## src/hw/rtl/crc16_framed_link_receiver_assert.svh

```systemverilog
// Assertion macros shared by the link receiver RTL.
`ifndef CRC16_FRAMED_LINK_RECEIVER_ASSERT_SVH
`define CRC16_FRAMED_LINK_RECEIVER_ASSERT_SVH

// Same-cycle implication, checked on clk and masked during reset.
`define CFLR_ASSERT_NOW(label, ante, cons) \
	label: assert property (@(posedge clk) disable iff (!arst_n) (ante) |-> (cons)) \
		else $error("link receiver check failed");

// Next-cycle implication, checked on clk and masked during reset.
`define CFLR_ASSERT_NEXT(label, ante, cons) \
	label: assert property (@(posedge clk) disable iff (!arst_n) (ante) |=> (cons)) \
		else $error("link receiver check failed");

`endif

```

## src/hw/rtl/cflr_pkg.sv

```systemverilog
// Shared types, constants and the CRC byte update for the link receiver.
`default_nettype none

package cflr_pkg;

	localparam int unsigned LEN_W = 11;
	localparam logic [15:0] MAX_PAYLOAD = 16'd1024;

	localparam logic [7:0]  SYNC0        = 8'hAC;
	localparam logic [7:0]  SYNC1        = 8'h9D;
	localparam logic [7:0]  LINK_VERSION = 8'h01;
	localparam logic [15:0] CRC_INIT     = 16'hFFFF;
	localparam logic [15:0] CRC_POLY     = 16'h1021;

	// Event codes
	localparam logic [2:0] EV_DATA = 3'd0;
	localparam logic [2:0] EV_GOOD = 3'd1;
	localparam logic [2:0] EV_CRC  = 3'd2;
	localparam logic [2:0] EV_VER  = 3'd3;
	localparam logic [2:0] EV_LEN  = 3'd4;

	// Route codes
	localparam logic [1:0] ROUTE_GROUND = 2'd0;
	localparam logic [1:0] ROUTE_SWARM  = 2'd1;
	localparam logic [1:0] ROUTE_NONE   = 2'd2;

	// Configuration register indexes
	localparam logic REG_LOCAL_ADDR  = 1'b0;
	localparam logic REG_GROUND_ADDR = 1'b1;

	// One result beat
	typedef struct packed {
		logic [2:0]       event_res;
		logic [7:0]       data;
		logic [7:0]       source_id;
		logic [7:0]       dest_id;
		logic [1:0]       route;
		logic [LEN_W-1:0] payload_length;
		logic             last;
	} res_t;

	// CRC-16/CCITT-FALSE update by one byte, MSB first
	function automatic logic [15:0] crc_feed(input logic [15:0] crc_in, input logic [7:0] b);
		logic [15:0] c;
		c = crc_in ^ {b, 8'h00};
		for (int k = 0; k < 8; k++) begin
			if (c[15]) begin
				c = {c[14:0], 1'b0} ^ CRC_POLY;
			end else begin
				c = {c[14:0], 1'b0};
			end
		end
		return c;
	endfunction

endpackage

`default_nettype wire

```

## src/hw/rtl/crc16_framed_link_receiver.sv

```systemverilog
// Top level of the framed link receiver: deframer, CRC check and result buffer.
`default_nettype none

// Framed link receiver. Takes one received byte per beat on rx_byte and hunts
// for the sync pair 0xAC 0x9D, then checks version, reads source, destination
// and a big-endian length, runs CRC-16/CCITT-FALSE over header and payload and
// compares it with the trailing big-endian CRC. Payload bytes of frames routed
// here come out as event 0 beats as they arrive; every frame ends in one
// verdict beat with last set. A byte is accepted every cycle while in_stall is low:
// the header checks and the byte-wide CRC update sit between the input and a
// result register; an accepted byte's result is registered there, or in the
// one-entry skid behind it while a result still waits, so the receiver can
// take a byte then; in_stall rises only while that skid is occupied. Write
// local_address (index 0) and ground_address (index 1) only while the link
// is idle; route is latched at the destination byte. After any error the
// hunt restarts at the next byte, with no rescan.
module crc16_framed_link_receiver (
	input  wire logic                        clk,
	input  wire logic                        arst_n,
	// Configuration write port
	input  wire logic                        cfg_we,
	input  wire logic                        cfg_index,
	input  wire logic [7:0]                  cfg_data,
	// Input byte channel
	input  wire logic                        in_valid,
	output logic                             in_stall,
	input  wire logic [7:0]                  rx_byte,
	// Result channel
	output logic                             out_valid,
	input  wire logic                        out_stall,
	output logic [2:0]                       event_res,
	output logic [7:0]                       data,
	output logic [7:0]                       source_id,
	output logic [7:0]                       dest_id,
	output logic [1:0]                       route,
	output logic [cflr_pkg::LEN_W-1:0]       payload_length,
	output logic                             last
);
	import cflr_pkg::*;

	`include "crc16_framed_link_receiver_assert.svh"

	// Phase codes
	localparam logic [3:0] PH_HUNT0 = 4'd0;
	localparam logic [3:0] PH_HUNT1 = 4'd1;
	localparam logic [3:0] PH_VER   = 4'd2;
	localparam logic [3:0] PH_SRC   = 4'd3;
	localparam logic [3:0] PH_DST   = 4'd4;
	localparam logic [3:0] PH_LENH  = 4'd5;
	localparam logic [3:0] PH_LENL  = 4'd6;
	localparam logic [3:0] PH_PAY   = 4'd7;
	localparam logic [3:0] PH_CRCH  = 4'd8;
	localparam logic [3:0] PH_CRCL  = 4'd9;

	logic [7:0]       local_addr_q;
	logic [7:0]       ground_addr_q;

	logic [3:0]       phase_q, phase_d;
	logic [LEN_W-1:0] byte_idx_q, byte_idx_d;
	logic [15:0]      crc_q, crc_d;
	logic [7:0]       src_q, src_d;
	logic [7:0]       dst_q, dst_d;
	logic [7:0]       len_hi_q, len_hi_d;
	logic [LEN_W-1:0] frame_len_q, frame_len_d;
	logic [1:0]       route_q, route_d;
	logic [7:0]       crc_hi_q, crc_hi_d;

	logic             in_fire;
	logic             out_fire;
	logic             has_res;
	res_t             res_d;
	res_t             res_q;
	res_t             skid_q;
	logic             out_valid_q;
	logic             skid_valid_q;

	logic [15:0]      crc_base;
	logic [15:0]      crc_next;
	logic [15:0]      len_full;
	logic [LEN_W-1:0] idx_inc;

	assign in_fire  = in_valid & ~in_stall;
	assign out_fire = out_valid_q & ~out_stall;
	assign in_stall = skid_valid_q;

	// Configuration registers
	always_ff @(posedge clk or negedge arst_n) begin
		if (!arst_n) begin
			local_addr_q  <= '0;
			ground_addr_q <= '0;
		end else if (cfg_we) begin
			unique case (cfg_index)
				REG_LOCAL_ADDR:  local_addr_q  <= cfg_data;
				REG_GROUND_ADDR: ground_addr_q <= cfg_data;
				default: ;
			endcase
		end
	end

	// CRC restarts from init on every fresh first sync byte
	always_comb begin
		if (phase_q == PH_HUNT0 || (phase_q == PH_HUNT1 && rx_byte == SYNC0)) begin
			crc_base = CRC_INIT;
		end else begin
			crc_base = crc_q;
		end
	end

	assign crc_next = crc_feed(crc_base, rx_byte);
	assign len_full = {len_hi_q, rx_byte};
	assign idx_inc  = byte_idx_q + LEN_W'(1);

	// Deframer next state and result
	always_comb begin
		phase_d     = phase_q;
		byte_idx_d  = byte_idx_q;
		crc_d       = crc_q;
		src_d       = src_q;
		dst_d       = dst_q;
		len_hi_d    = len_hi_q;
		frame_len_d = frame_len_q;
		route_d     = route_q;
		crc_hi_d    = crc_hi_q;
		has_res     = 1'b0;
		res_d       = '{event_res: EV_DATA, data: 8'h00, source_id: src_q, dest_id: dst_q,
			route: route_q, payload_length: frame_len_q, last: 1'b0};

		unique case (phase_q)
			PH_HUNT0: begin
				if (rx_byte == SYNC0) begin
					crc_d   = crc_next;
					phase_d = PH_HUNT1;
				end
			end
			PH_HUNT1: begin
				if (rx_byte == SYNC1) begin
					crc_d   = crc_next;
					phase_d = PH_VER;
				end else if (rx_byte == SYNC0) begin
					crc_d   = crc_next;
				end else begin
					phase_d = PH_HUNT0;
				end
			end
			PH_VER: begin
				if (rx_byte != LINK_VERSION) begin
					phase_d = PH_HUNT0;
					has_res = 1'b1;
					res_d   = '{event_res: EV_VER, data: 8'h00, source_id: 8'h00,
						dest_id: 8'h00, route: ROUTE_NONE, payload_length: '0, last: 1'b1};
				end else begin
					crc_d   = crc_next;
					phase_d = PH_SRC;
				end
			end
			PH_SRC: begin
				src_d   = rx_byte;
				crc_d   = crc_next;
				phase_d = PH_DST;
			end
			PH_DST: begin
				dst_d   = rx_byte;
				crc_d   = crc_next;
				phase_d = PH_LENH;
				if (src_q == ground_addr_q && rx_byte == local_addr_q) begin
					route_d = ROUTE_GROUND;
				end else if (rx_byte != local_addr_q && rx_byte != 8'h00) begin
					route_d = ROUTE_NONE;
				end else begin
					route_d = ROUTE_SWARM;
				end
			end
			PH_LENH: begin
				len_hi_d = rx_byte;
				crc_d    = crc_next;
				phase_d  = PH_LENL;
			end
			PH_LENL: begin
				if (len_full > MAX_PAYLOAD) begin
					phase_d = PH_HUNT0;
					has_res = 1'b1;
					res_d   = '{event_res: EV_LEN, data: 8'h00, source_id: src_q,
						dest_id: dst_q, route: route_q, payload_length: '0, last: 1'b1};
				end else begin
					frame_len_d = len_full[LEN_W-1:0];
					crc_d       = crc_next;
					byte_idx_d  = '0;
					phase_d     = (len_full == 16'h0000) ? PH_CRCH : PH_PAY;
				end
			end
			PH_PAY: begin
				crc_d      = crc_next;
				byte_idx_d = idx_inc;
				if (idx_inc >= frame_len_q) begin
					phase_d = PH_CRCH;
				end
				if (route_q != ROUTE_NONE) begin
					has_res    = 1'b1;
					res_d.data = rx_byte;
				end
			end
			PH_CRCH: begin
				crc_hi_d = rx_byte;
				phase_d  = PH_CRCL;
			end
			PH_CRCL: begin
				phase_d = PH_HUNT0;
				has_res = 1'b1;
				res_d.event_res = ({crc_hi_q, rx_byte} == crc_q) ? EV_GOOD : EV_CRC;
				res_d.last      = 1'b1;
			end
			default: begin
				phase_d = PH_HUNT0;
			end
		endcase
	end

	// Deframer state registers
	always_ff @(posedge clk or negedge arst_n) begin
		if (!arst_n) begin
			phase_q     <= PH_HUNT0;
			byte_idx_q  <= '0;
			crc_q       <= CRC_INIT;
			src_q       <= '0;
			dst_q       <= '0;
			len_hi_q    <= '0;
			frame_len_q <= '0;
			route_q     <= ROUTE_GROUND;
			crc_hi_q    <= '0;
		end else if (in_fire) begin
			phase_q     <= phase_d;
			byte_idx_q  <= byte_idx_d;
			crc_q       <= crc_d;
			src_q       <= src_d;
			dst_q       <= dst_d;
			len_hi_q    <= len_hi_d;
			frame_len_q <= frame_len_d;
			route_q     <= route_d;
			crc_hi_q    <= crc_hi_d;
		end
	end

	// Result register and one-entry skid
	always_ff @(posedge clk or negedge arst_n) begin
		if (!arst_n) begin
			out_valid_q  <= 1'b0;
			skid_valid_q <= 1'b0;
		end else if (skid_valid_q) begin
			if (out_fire) begin
				skid_valid_q <= 1'b0;
			end
		end else if (in_fire && has_res) begin
			if (!out_valid_q || out_fire) begin
				out_valid_q <= 1'b1;
			end else begin
				skid_valid_q <= 1'b1;
			end
		end else if (out_fire) begin
			out_valid_q <= 1'b0;
		end
	end

	// Result payload follows the same moves as the valid bits
	always_ff @(posedge clk) begin
		if (skid_valid_q) begin
			if (out_fire) begin
				res_q <= skid_q;
			end
		end else if (in_fire && has_res) begin
			if (!out_valid_q || out_fire) begin
				res_q <= res_d;
			end else begin
				skid_q <= res_d;
			end
		end
	end

	assign out_valid      = out_valid_q;
	assign event_res      = res_q.event_res;
	assign data           = res_q.data;
	assign source_id      = res_q.source_id;
	assign dest_id        = res_q.dest_id;
	assign route          = res_q.route;
	assign payload_length = res_q.payload_length;
	assign last           = res_q.last;

	// Skid only fills behind a held result
	`CFLR_ASSERT_NOW(a_skid_behind_out, skid_valid_q, out_valid_q)
	// Payload beats never come from frames routed elsewhere
	`CFLR_ASSERT_NOW(a_data_routed, out_valid_q && res_q.event_res == EV_DATA,
		res_q.route != ROUTE_NONE && !res_q.last)
	// The low CRC byte always yields a verdict beat
	`CFLR_ASSERT_NEXT(a_crc_verdict, in_fire && phase_q == PH_CRCL, out_valid_q)
	// Payload counter stays below the frame length
	`CFLR_ASSERT_NOW(a_idx_bound, phase_q == PH_PAY, byte_idx_q < frame_len_q)

endmodule

`default_nettype wire
```

## config.mk

```make
export PLATFORM = sky130hd
export DESIGN_NAME = crc16_framed_link_receiver
export DESIGN_NICKNAME = d
export VERILOG_FILES = /design/src/hw/rtl/cflr_pkg.sv /design/src/hw/rtl/crc16_framed_link_receiver.sv
export VERILOG_INCLUDE_DIRS = /design/src /design/src/hw/rtl
export SDC_FILE = /design/constraint.sdc
export NUM_CORES = 1
export LEC_CHECK = 0
export BUFFER_PORTS_ARGS = -buffer_cell sky130_fd_sc_hd__buf_2
export CORE_MARGIN = 1.5
export CORE_UTILIZATION = 54
export DETAILED_ROUTE_END_ITERATION = 8
export PLACE_DENSITY = 0.79
export SLEW_MARGIN = 20
export SYNTH_ARGS = -nofsm -noshare
export SYNTH_HDL_FRONTEND = slang
export SYNTH_SLANG_ARGS = --single-unit
```

## constraint.sdc

```tcl
create_clock -name clk -period 4.95 [get_ports clk]
set_input_delay 0.99 -clock clk [delete_from_list [all_inputs] [get_ports clk]]
set_output_delay 0.99 -clock clk [all_outputs]
set_load 0.02 [all_outputs]
```

==> results of run 1 <==
## cell type report
type	count	area [um2]	area share, %
clock buffer	19	443	4.61
inverter	20	75.1	0.782
clock inverter	13	133	1.38
sequential	176	4830	50.4
multi-input combinational	447	3450	35.9
tap	211	264	2.75
timing repair buffer	75	405	4.22
## worst min-delay path: stages, from the launching register on
cell and delay, ns:
dfrtp_1 0.35, nand2_1 0.05, o31ai_1 0.06
## worst paths after layout
kind                             from  cells after the start  slack [ns]         end
setup / recovery           rx_byte[4]                      8        1.02  skid_q[27]
hold / removal             route_q[0]                      2        0.49  route_q[0]
setup reg to reg           phase_q[1]                      7        1.20  skid_q[27]
hold reg to reg            route_q[0]                      2        0.49  route_q[0]
max in group asynchronous      arst_n                      2        3.34    crc_q[9]
min in group asynchronous      arst_n                      1        0.60    src_q[6]
## cells by family after synthesis
logic type	Yosys count
AND/OR/NAND/NOR	165
adder cells (fa/ha/maj)	12
multiplexers	103
XOR/XNOR	79
flip-flops	176
AO/OA/AOI/OAI	88
buffers and inverters	55
## state kept, by name, summed over array words and instances, names as in the netlist, 11 cells and up
name	flops
crc_q	16
frame_len_q	11
payload_length	11
byte_idx_q	11
skid_q	41
## power by group through the flow
stage | Combinational [W] | Sequential, W | Clock, W
after detailed placement | 0.00116 | 0.00207 | 0
after global routing | 0.00130 | 0.00207 | 0.00137
after global placement | 0.00112 | 0.00206 | 0
after CTS | 0.00117 | 0.00204 | 0.00131
after floorplan | 0.000997 | 0.00195 | 0
final | 0.00117 | 0.00204 | 0.00130
## cell usage after synthesis (2+ instances only)
cell	instances	area (um2)
buf_2	4	20.0
a31oi_1	2	12.5
buf_1	4	15.0
o21ai_0	13	65.1
o31ai_1	3	22.5
or3_1	3	18.8
a211oi_1	3	22.5
or4_4	2	22.5
a21boi_0	2	15.0
dfrtp_1	78	1950
mux2_2	101	1140
dfstp_2	16	420
ha_1	12	150
nor3_1	15	75.1
a21o_1	2	15.0
nand4_1	8	50.1
or4_1	2	15.0
o22ai_1	6	37.5
nand4b_1	2	17.5
o21bai_1	2	15.0
nor2b_1	4	25.0
and3_1	5	31.3
a21oi_1	25	125
nor2_1	28	105
inv_1	20	75.1
nor4_1	5	31.3
o21ai_1	11	55.1
mux2i_1	2	20.0
nand3_1	9	45.0
and2_1	26	163
nand2_1	47	176
nand2b_1	4	25.0
a22o_1	6	52.6
clkbuf_1	25	93.8
o211ai_1	2	15.0
xnor2_1	51	447
edfxtp_1	82	2460
xor2_1	28	245
## routing by layer
metal  track usage (%)  wire, um  share of wire [%]
met1              30.6      7930                 45
met2              37.0      8460                 48
met4              7.73       286                1.6
met5                 0         0                  0
met3              4.26       925                5.3
## stage by stage
stage               hold WS [ns]  instances  power, W  setup slack (ns)
detailed placement         0.483        929   0.00323             0.638
CTS                        0.498        961   0.00453              1.09
floorplan                  0.442        678   0.00295             0.177
global route               0.523        961   0.00473             0.836
global placement           0.469        929   0.00318             0.846
finish                     0.495        961   0.00452              1.02
==> flow_metrics.py, run 1 <==
metrics = {
    "run_status": {
        "outcome": "complete, no violations",
    },
    "route": {
        "wl_per_cell_um": 18.3,
        "wirelength_mm": 17.6,
        "drc": 0,
        "via_count": 5491,
        "via_per_inst": 5.71,
        "drt_pass1_iterations": 5,
        "drtIter0Drc": 482,
        "ant_nets": 0,
    },
    "floorplan": {
        "start_util_pct": 55.6,
        "die_x_um": 128,
        "core_area_um2": 15300,
        "dieArea_um2": 16500,
        "fp.dieH_um": 128,
        "io_pins": 65,
        "num_rows": 45,
    },
    "logic_synthesis": {
        "synth.distinct_cells": 56,
        "synth_fa_ha_area_share_pct": 1.77,
        "syn_area_um2": 8480,
        "syn-num-nets": 712,
        "synthSimpleGateAreaFrac_pct": 10.2,
        "synthCells": 678,
        "ys_ff_latch": 176,
        "synth_warnings": 0,
        "synthMuxAreaShare_pct": 13.6,
        "synthFlopType": "edfxtp_1",
        "synth_enable_flop_cells": 82,
        "synth_xor_area_share_pct": 8.16,
        "synth_compound_area_share_pct": 6.63,
        "ys_seq_area_share_pct": 57.0,
        "ys_async_sr_fraction_pct": 53.4,
        "synth.avg_cell_area_um2": 12.5,
        "synth_top_family_by_area": "multiplexers",
    },
    "cts": {
        "clk_latency_ns": 0.44,
        "path_clk_slew_ns": 0.07,
        "clockBufferDepth": 2,
        "cts-root-buf": "clkbuf_16",
        "cts_buffers": 17,
        "cts.sinks": 176,
        "cts.repair.resized": 0,
        "tritoncts": "yes",
        "holdBufCountCts": 0,
        "h-tree-depth": 4,
        "postCtsSetupBuffers": 0,
    },
    "setup_path": {
        "worstPathRequired_ns": 5.03,
        "cpPeakStageDelay_ns": 0.88,
        "crit_path_max_fanout": 39,
        "cpMostUsedCell": "nor2_1",
        "setup.worst_path.start_class": "input port",
        "setup.worst_path.class": "input port to flip-flop",
        "arrival_ns": 4.01,
        "crit_family": "compound AO/OA/AOI/OAI gates",
        "slowest_stage": "a21oi_1",
        "crit_chain": "buf_2, or3_1, nor2_1, a21oi_1, nor2_1, a221o_1, nor2_4, buf_4",
        "path_buf_inv": 2,
        "cp-end-kind": "flip-flop",
    },
    "timing": {
        "finalSetupTns_ns": 0,
        "setup_viol": 0,
        "fmax_mhz": 255,
        "period_needed_ns": 3.93,
        "slew_headroom_pct": 26.2,
        "period_share_pct": 79.4,
        "rsz0062_at_grt": "no",
        "hold_viol": 0,
        "drv_slew": 0,
        "tightest_slew_ns": 1.11,
        "skew_ns": 0.00779,
    },
    "layout": {
        "mostFrequentLayoutCell": "mux2_2",
        "syn2layout_area_growth_pct": 13.2,
        "drive_gt1_share_pct": 31.1,
        "diodes": 0,
        "fin_nets": 771,
        "postLayoutCoreUtil_pct": 62.9,
        "final_cell_mix": "mux2_2 (101), edfxtp_1 (82), dfrtp_1 (78)",
        "fill_cells": 1150,
        "fin_area_um2": 9600,
    },
    "placed_design": {
        "place_area_um2": 9030,
        "dp_hpwl_mm": 12.2,
        "place.gp.congestion": 0.882,
        "port_buffers": 64,
    },
    "global_route": {
        "grt_pass1_vias": 5544,
        "grt_first_pass_wirelength_mm": 28.5,
        "grt_util_all_layers_pct": 22.6,
        "antenna_found_initial": 0,
        "overflow": 0,
        "grt_max_degree": 56,
    },
    "power": {
        "p_int_w": 0.00311,
        "sw_frac_of_total_pct": 31.0,
        "power.density_nw_per_um2": 470,
        "p_leak_nw": 4.00,
        "p_seq_share_pct": 45.2,
        "peakVddDrop_v": 0.000308,
        "clkPwrFrac_pct": 28.8,
        "combPwrFrac_pct": 26.0,
        "switching_power_w": 0.00140,
    },
    "flow_run": {
        "cap_violations": 0,
    },
    "worst_hold_path": {
        "hp-class": "flip-flop to flip-flop",
    },
}
(Power assumes the default switching activity.)
==> inputs of run 2 (changes only) <==
==> constraint.sdc (replaced) <==
create_clock -name clk -period 3.3 [get_ports clk]
set_input_delay 0.66 -clock clk [delete_from_list [all_inputs] [get_ports clk]]
set_output_delay 0.66 -clock clk [all_outputs]
set_load 0.02 [all_outputs]
==> run 2 against run 1 <==
Compared with the run above:
- total power increased by 51%
- combinational power rose by 60%
- utilization is 1.2 points higher
- hold slack worse by 0.21 ns
- count of clock-buffer cells in the layout decreased by 1
- final cell count is 2.3% higher
- clock skew hardly changed
- setup slack worse by 0.81 ns
- sequential power rose by 48%
- die area unchanged
- global-route usage increased by 0.66 points
- non-clock buffer count is 22 higher
- largest power group unchanged
==> flow_metrics.py, run 2 (same netlist as run 1, synthesis figures left out) <==
metrics = {
    "setup_path": {
        "worstPathRequired_ns": 3.65,
        "cp-end-kind": "flip-flop",
        "arrival_ns": 3.45,
        "setup.worst_path.start_class": "flip-flop",
        "reg2reg_to": "phase_q[3]",
        "reg2reg_from": "byte_idx_q[0]",
        "rrSetupSlack_ns": 0.21,
        "crit_path_max_fanout": 6,
        "setup.worst_path.class": "flip-flop to flip-flop",
        "rr_worst_depth": 11,
    },
    "cts": {
        "cts-root-buf": "clkbuf_16",
        "cts_buffers": 17,
        "clk_latency_ns": 0.42,
        "clockBufferDepth": 2,
        "tritoncts": "yes",
        "holdBufCountCts": 0,
        "cts.sinks": 176,
        "h-tree-depth": 4,
        "cts.repair.resized": 0,
        "postCtsSetupBuffers": 0,
        "path_clk_slew_ns": 0.07,
    },
    "run_status": {
        "outcome": "complete, no violations",
    },
    "timing": {
        "slew_headroom_pct": 48.3,
        "setup_viol": 0,
        "period_share_pct": 93.7,
        "period_needed_ns": 3.09,
        "tightest_slew_ns": 0.776,
        "fin_hold_ws_ns": 0.284,
        "skew_ns": 0.00817,
        "rsz0062_at_grt": "no",
        "drv_slew": 0,
        "fmax_mhz": 323,
        "hold_viol": 0,
    },
    "global_route": {
        "antenna_found_initial": 0,
        "busiest_layer": "met2",
        "grt_pass1_vias": 5590,
        "grt_max_degree": 85,
        "grt_util_all_layers_pct": 23.3,
        "gr-usage-met1_pct": 31.1,
        "grt_first_pass_wirelength_mm": 29.1,
        "overflow": 0,
        "met2_usage_pct": 39.0,
        "met3_usage_pct": 4.59,
    },
    "layout": {
        "multi_input_area_um2": 3440,
        "largest-register": "skid_q",
        "fill_cells": 1134,
        "drive_gt1_share_pct": 32.9,
        "reg.largest.list": "skid_q x41, crc_q x16",
        "syn2layout_area_growth_pct": 15.5,
        "fin_area_um2": 9790,
        "layout.area.seq_um2": 4830,
        "largest_reg_flops": 41,
        "diodes": 0,
        "mostFrequentLayoutCell": "mux2_2",
        "fin_nets": 793,
        "final_cell_mix": "mux2_2 (101), edfxtp_1 (82), dfrtp_1 (78)",
    },
    "route": {
        "drtIter0Drc": 419,
        "ant_nets": 0,
        "drt_pass1_iterations": 5,
        "via_per_inst": 5.64,
        "drc": 0,
        "wl_per_cell_um": 18.5,
        "via_count": 5546,
        "wirelength_mm": 18.2,
    },
    "worst_hold_path": {
        "hp-class": "input port to async pin",
    },
    "power": {
        "power.density_nw_per_um2": 695,
        "peakVddDrop_v": 0.000530,
        "p_leak_nw": 4.13,
    },
    "placed_design": {
        "port_buffers": 64,
        "place_area_um2": 9200,
        "dp_hpwl_mm": 12.5,
        "place.gp.congestion": 0.920,
    },
    "floorplan": {
        "die_x_um": 128,
        "start_util_pct": 55.6,
        "dieArea_um2": 16500,
        "core_area_um2": 15300,
        "fp.dieH_um": 128,
        "io_pins": 65,
        "num_rows": 45,
    },
    "flow_run": {
        "cap_violations": 0,
    },
}
-- run 2: cell types whose count changed in the layout (fill, tap and decap cells not counted) --
| cell | change |
|---|---|
| clkinv_4 | +2 |
| o2111ai_1 | +1 |
| inv_8 | +1 |
| clkinvlp_4 | -3 |
| buf_6 | +1 |
| buf_16 | +2 |
| o2111ai_2 | -1 |
| clkbuf_8 | -1 |
| buf_4 | +19 |
| clkinv_2 | +2 |
| clkinv_8 | -1 |
-- run 2: where the power goes --
group	internal, W	switching [W]
combinational	0.000937	0.000932
clock	0.00105	0.000872
sequential	0.00272	0.000295
total	0.00471	0.00210
-- run 2: cell type report --
cell class | count | area share, %
sequential | 176 | 49.4
multi-input combinational | 447 | 35.1
timing repair buffer | 97 | 6.27
clock buffer | 18 | 4.38
tap | 211 | 2.70
clock inverter | 14 | 1.35
inverter | 20 | 0.767
-- run 2: stage by stage --
| step | util, % | total power, W | setup TNS (ns) | instances | setup WS, ns |
|---|---|---|---|---|---|
| floorplan | - | 0.00442 | -0.230 | 678 | -0.00560 |
| global placement | 60.1 | 0.00480 | 0 | 949 | 0.0935 |
| detailed placement | 60.3 | 0.00489 | 0 | 950 | 0.154 |
| CTS | 64.0 | 0.00682 | 0 | 982 | 0.304 |
| global route | 64.2 | 0.00713 | 0 | 983 | 0.0718 |
| finish | 64.2 | 0.00680 | 0 | 983 | 0.207 |
-- run 2: worst max-delay path by stage --
stage,startpoint,to,slack [ns]
global placement,rx_byte[4],dest_id[4],0.09
detailed placement,rx_byte[4],skid_q[4],0.15
CTS,byte_idx_q[0],phase_q[3],0.30
global route,byte_idx_q[0],phase_q[3],0.07
floorplan,rx_byte[4],data[0],-0.006
finish,byte_idx_q[0],phase_q[3],0.21
-- run 2: layer usage --
metal	vias to the layer above	share of wire, %
met4	0	0.96
met5	-	0
met1	2760	44
li1	2592	-
met2	179	50
met3	15	4.9
-- run 2: worst max-delay path: stages (launching register included) --
cell and delay, ns:
dfrtp_1 0.45, ha_1 0.30, and3_1 0.26, and3_1 0.26, nand3_1 0.14, xnor2_1 0.17
ha_1 0.30, nand4_1 0.15, o221ai_1 0.30, o21ai_1 0.20, or3_1 0.35, a21oi_1 0.14
==> inputs of run 3 (changes only) <==
--- a/config.mk
+++ b/config.mk
@@ -10,7 +10,7 @@
 export CORE_MARGIN = 1.5
 export CORE_UTILIZATION = 54
 export DETAILED_ROUTE_END_ITERATION = 8
-export PLACE_DENSITY = 0.79
+export PLACE_DENSITY = 0.76
 export SLEW_MARGIN = 20
 export SYNTH_ARGS = -nofsm -noshare
 export SYNTH_HDL_FRONTEND = slang
==> run 3 against run 2 <==
Compared with the run above:
- largest power group unchanged
- largest cell class unchanged
- critical endpoint unchanged
- first-iteration DRC count down 7.2%
- highest routed layer unchanged
- register-to-register slack gained 0.07 ns
- non-clock buffer count grew 3
- critical path type unchanged
- flip-flop and latch count did not move
==> flow_metrics.py, run 3 (same netlist as run 1, synthesis figures left out) <==
metrics = {
    "cts": {
        "clk_latency_ns": 0.42,
        "h-tree-depth": 4,
        "cts.sinks": 176,
        "cts.repair.resized": 0,
        "postCtsSetupBuffers": 0,
        "holdBufCountCts": 0,
        "clockBufferDepth": 2,
        "cts_buffers": 17,
        "tritoncts": "yes",
        "cts-root-buf": "clkbuf_16",
        "path_clk_slew_ns": 0.07,
    },
    "timing": {
        "worst_slack_ns": 0.273,
        "setup_viol": 0,
        "rsz0062_at_grt": "no",
        "period_share_pct": 91.7,
        "period_needed_ns": 3.03,
        "skew_ns": 0.0101,
        "tightest_slew_ns": 0.757,
        "fmax_mhz": 330,
        "slew_headroom_pct": 49.5,
        "hold_viol": 0,
        "drv_slew": 0,
    },
    "global_route": {
        "antenna_found_initial": 0,
        "met3_usage_pct": 4.17,
        "grt_first_pass_wirelength_mm": 29.8,
        "grt_max_degree": 84,
        "grt_util_all_layers_pct": 23.6,
        "met2_usage_pct": 37.7,
        "busiest_layer": "met2",
        "overflow": 0,
        "grt_pass1_vias": 5700,
        "gr-usage-met1_pct": 33.1,
    },
    "worst_hold_path": {
        "hp-class": "input port to async pin",
    },
    "route": {
        "wirelength_mm": 18.2,
        "drtIter0Drc": 389,
        "drt_pass1_iterations": 5,
        "wl_per_cell_um": 18.4,
        "drc": 0,
        "via_count": 5571,
        "via_per_inst": 5.65,
        "ant_nets": 0,
    },
    "setup_path": {
        "worstPathRequired_ns": 3.65,
        "setup.worst_path.start_class": "flip-flop",
        "crit_path_max_fanout": 6,
        "setup.worst_path.class": "flip-flop to flip-flop",
        "arrival_ns": 3.38,
        "rrSetupSlack_ns": 0.27,
        "cp-end-kind": "flip-flop",
    },
    "floorplan": {
        "die_x_um": 128,
        "fp.dieH_um": 128,
        "start_util_pct": 55.6,
        "core_area_um2": 15300,
        "num_rows": 45,
        "dieArea_um2": 16500,
        "io_pins": 65,
    },
    "power": {
        "p_leak_nw": 4.14,
        "peakVddDrop_v": 0.000426,
        "power.density_nw_per_um2": 700,
    },
    "flow_run": {
        "cap_violations": 0,
    },
    "layout": {
        "mostFrequentLayoutCell": "mux2_2",
        "syn2layout_area_growth_pct": 16.0,
        "postLayoutCoreUtil_pct": 64.4,
        "largest-register": "skid_q",
        "drive_gt1_share_pct": 33.2,
        "final_cell_mix": "mux2_2 (101), edfxtp_1 (82), dfrtp_1 (78)",
        "largest_reg_flops": 41,
        "fill_cells": 1143,
        "diodes": 0,
        "reg.largest.list": "skid_q x41, crc_q x16",
        "fin_nets": 796,
    },
    "run_status": {
        "outcome": "complete, no violations",
    },
    "placed_design": {
        "dp_hpwl_mm": 12.3,
        "place_ws_ns": 0.169,
        "place.gp.congestion": 0.955,
        "port_buffers": 64,
    },
}
==> run 3: cell count changes in the layout (fill, tap and decap cells not counted), sizes merged <==
cell,before,now
clkinv,9,3
bufinv,1,2
buf,97,100
clkinvlp,0,5
==> run 3: critical path, cell delays in order (launching register included) <==
cell      delay, ns
dfrtp_1        0.43
ha_1           0.28
and3_1         0.26
and3_1         0.26
nand3_1        0.11
xnor2_1        0.16
ha_1           0.30
nand4_1        0.12
a211oi_1       0.29
o21ai_1        0.23
or3_1          0.37
a21oi_1        0.15
==> run 3: layout make-up <==
class / instances / area, um2 / area share [%]
tap: 211 / 264 / 2.69
inverter: 20 / 75.1 / 0.764
clock inverter: 14 / 159 / 1.62
timing repair buffer: 100 / 629 / 6.40
clock buffer: 18 / 429 / 4.36
sequential: 176 / 4830 / 49.2
multi-input combinational: 447 / 3440 / 35.0
==> run 3: final timing paths <==
check	startpoint	end	cells past startpoint
setup / recovery	byte_idx_q[0]	phase_q[3]	11
hold / removal	arst_n	local_addr_q[6]	1
setup reg to reg	byte_idx_q[0]	phase_q[3]	11
hold reg to reg	frame_len_q[10]	frame_len_q[10]	2
max in group asynchronous	arst_n	crc_q[6]	2
min in group clk	cfg_data[5]	local_addr_q[5]	2
==> run 3: through the flow <==
| step | total power (W) | hold WS, ns | TNS [ns] | cells | instance area (um2) |
|---|---|---|---|---|---|
| after floorplan | 0.00442 | 0.364 | -0.230 | 678 | 8500 |
| after global placement | 0.00482 | 0.466 | 0 | 952 | 9190 |
| after detailed placement | 0.00491 | 0.482 | 0 | 953 | 9220 |
| after CTS | 0.00691 | 0.459 | 0 | 985 | 9810 |
| after global routing | 0.00725 | 0.335 | 0 | 986 | 9830 |
| final | 0.00688 | 0.249 | 0 | 986 | 9830 |
==> run 3: metal layers <==
metal / vias to the layer above / routed length [um]
met2: 152 / 8590
met1: 2791 / 8490
met4: 0 / 337
met5: - / 0
li1: 2598 / -
met3: 30 / 733
==> run 3: power breakdown <==
part | switching (W) | internal, W | total [W]
registers | 0.000302 | 0.00272 | 0.00302
logic | 0.000935 | 0.000942 | 0.00188
clock network | 0.000862 | 0.00113 | 0.00199
total | 0.00210 | 0.00479 | 0.00688
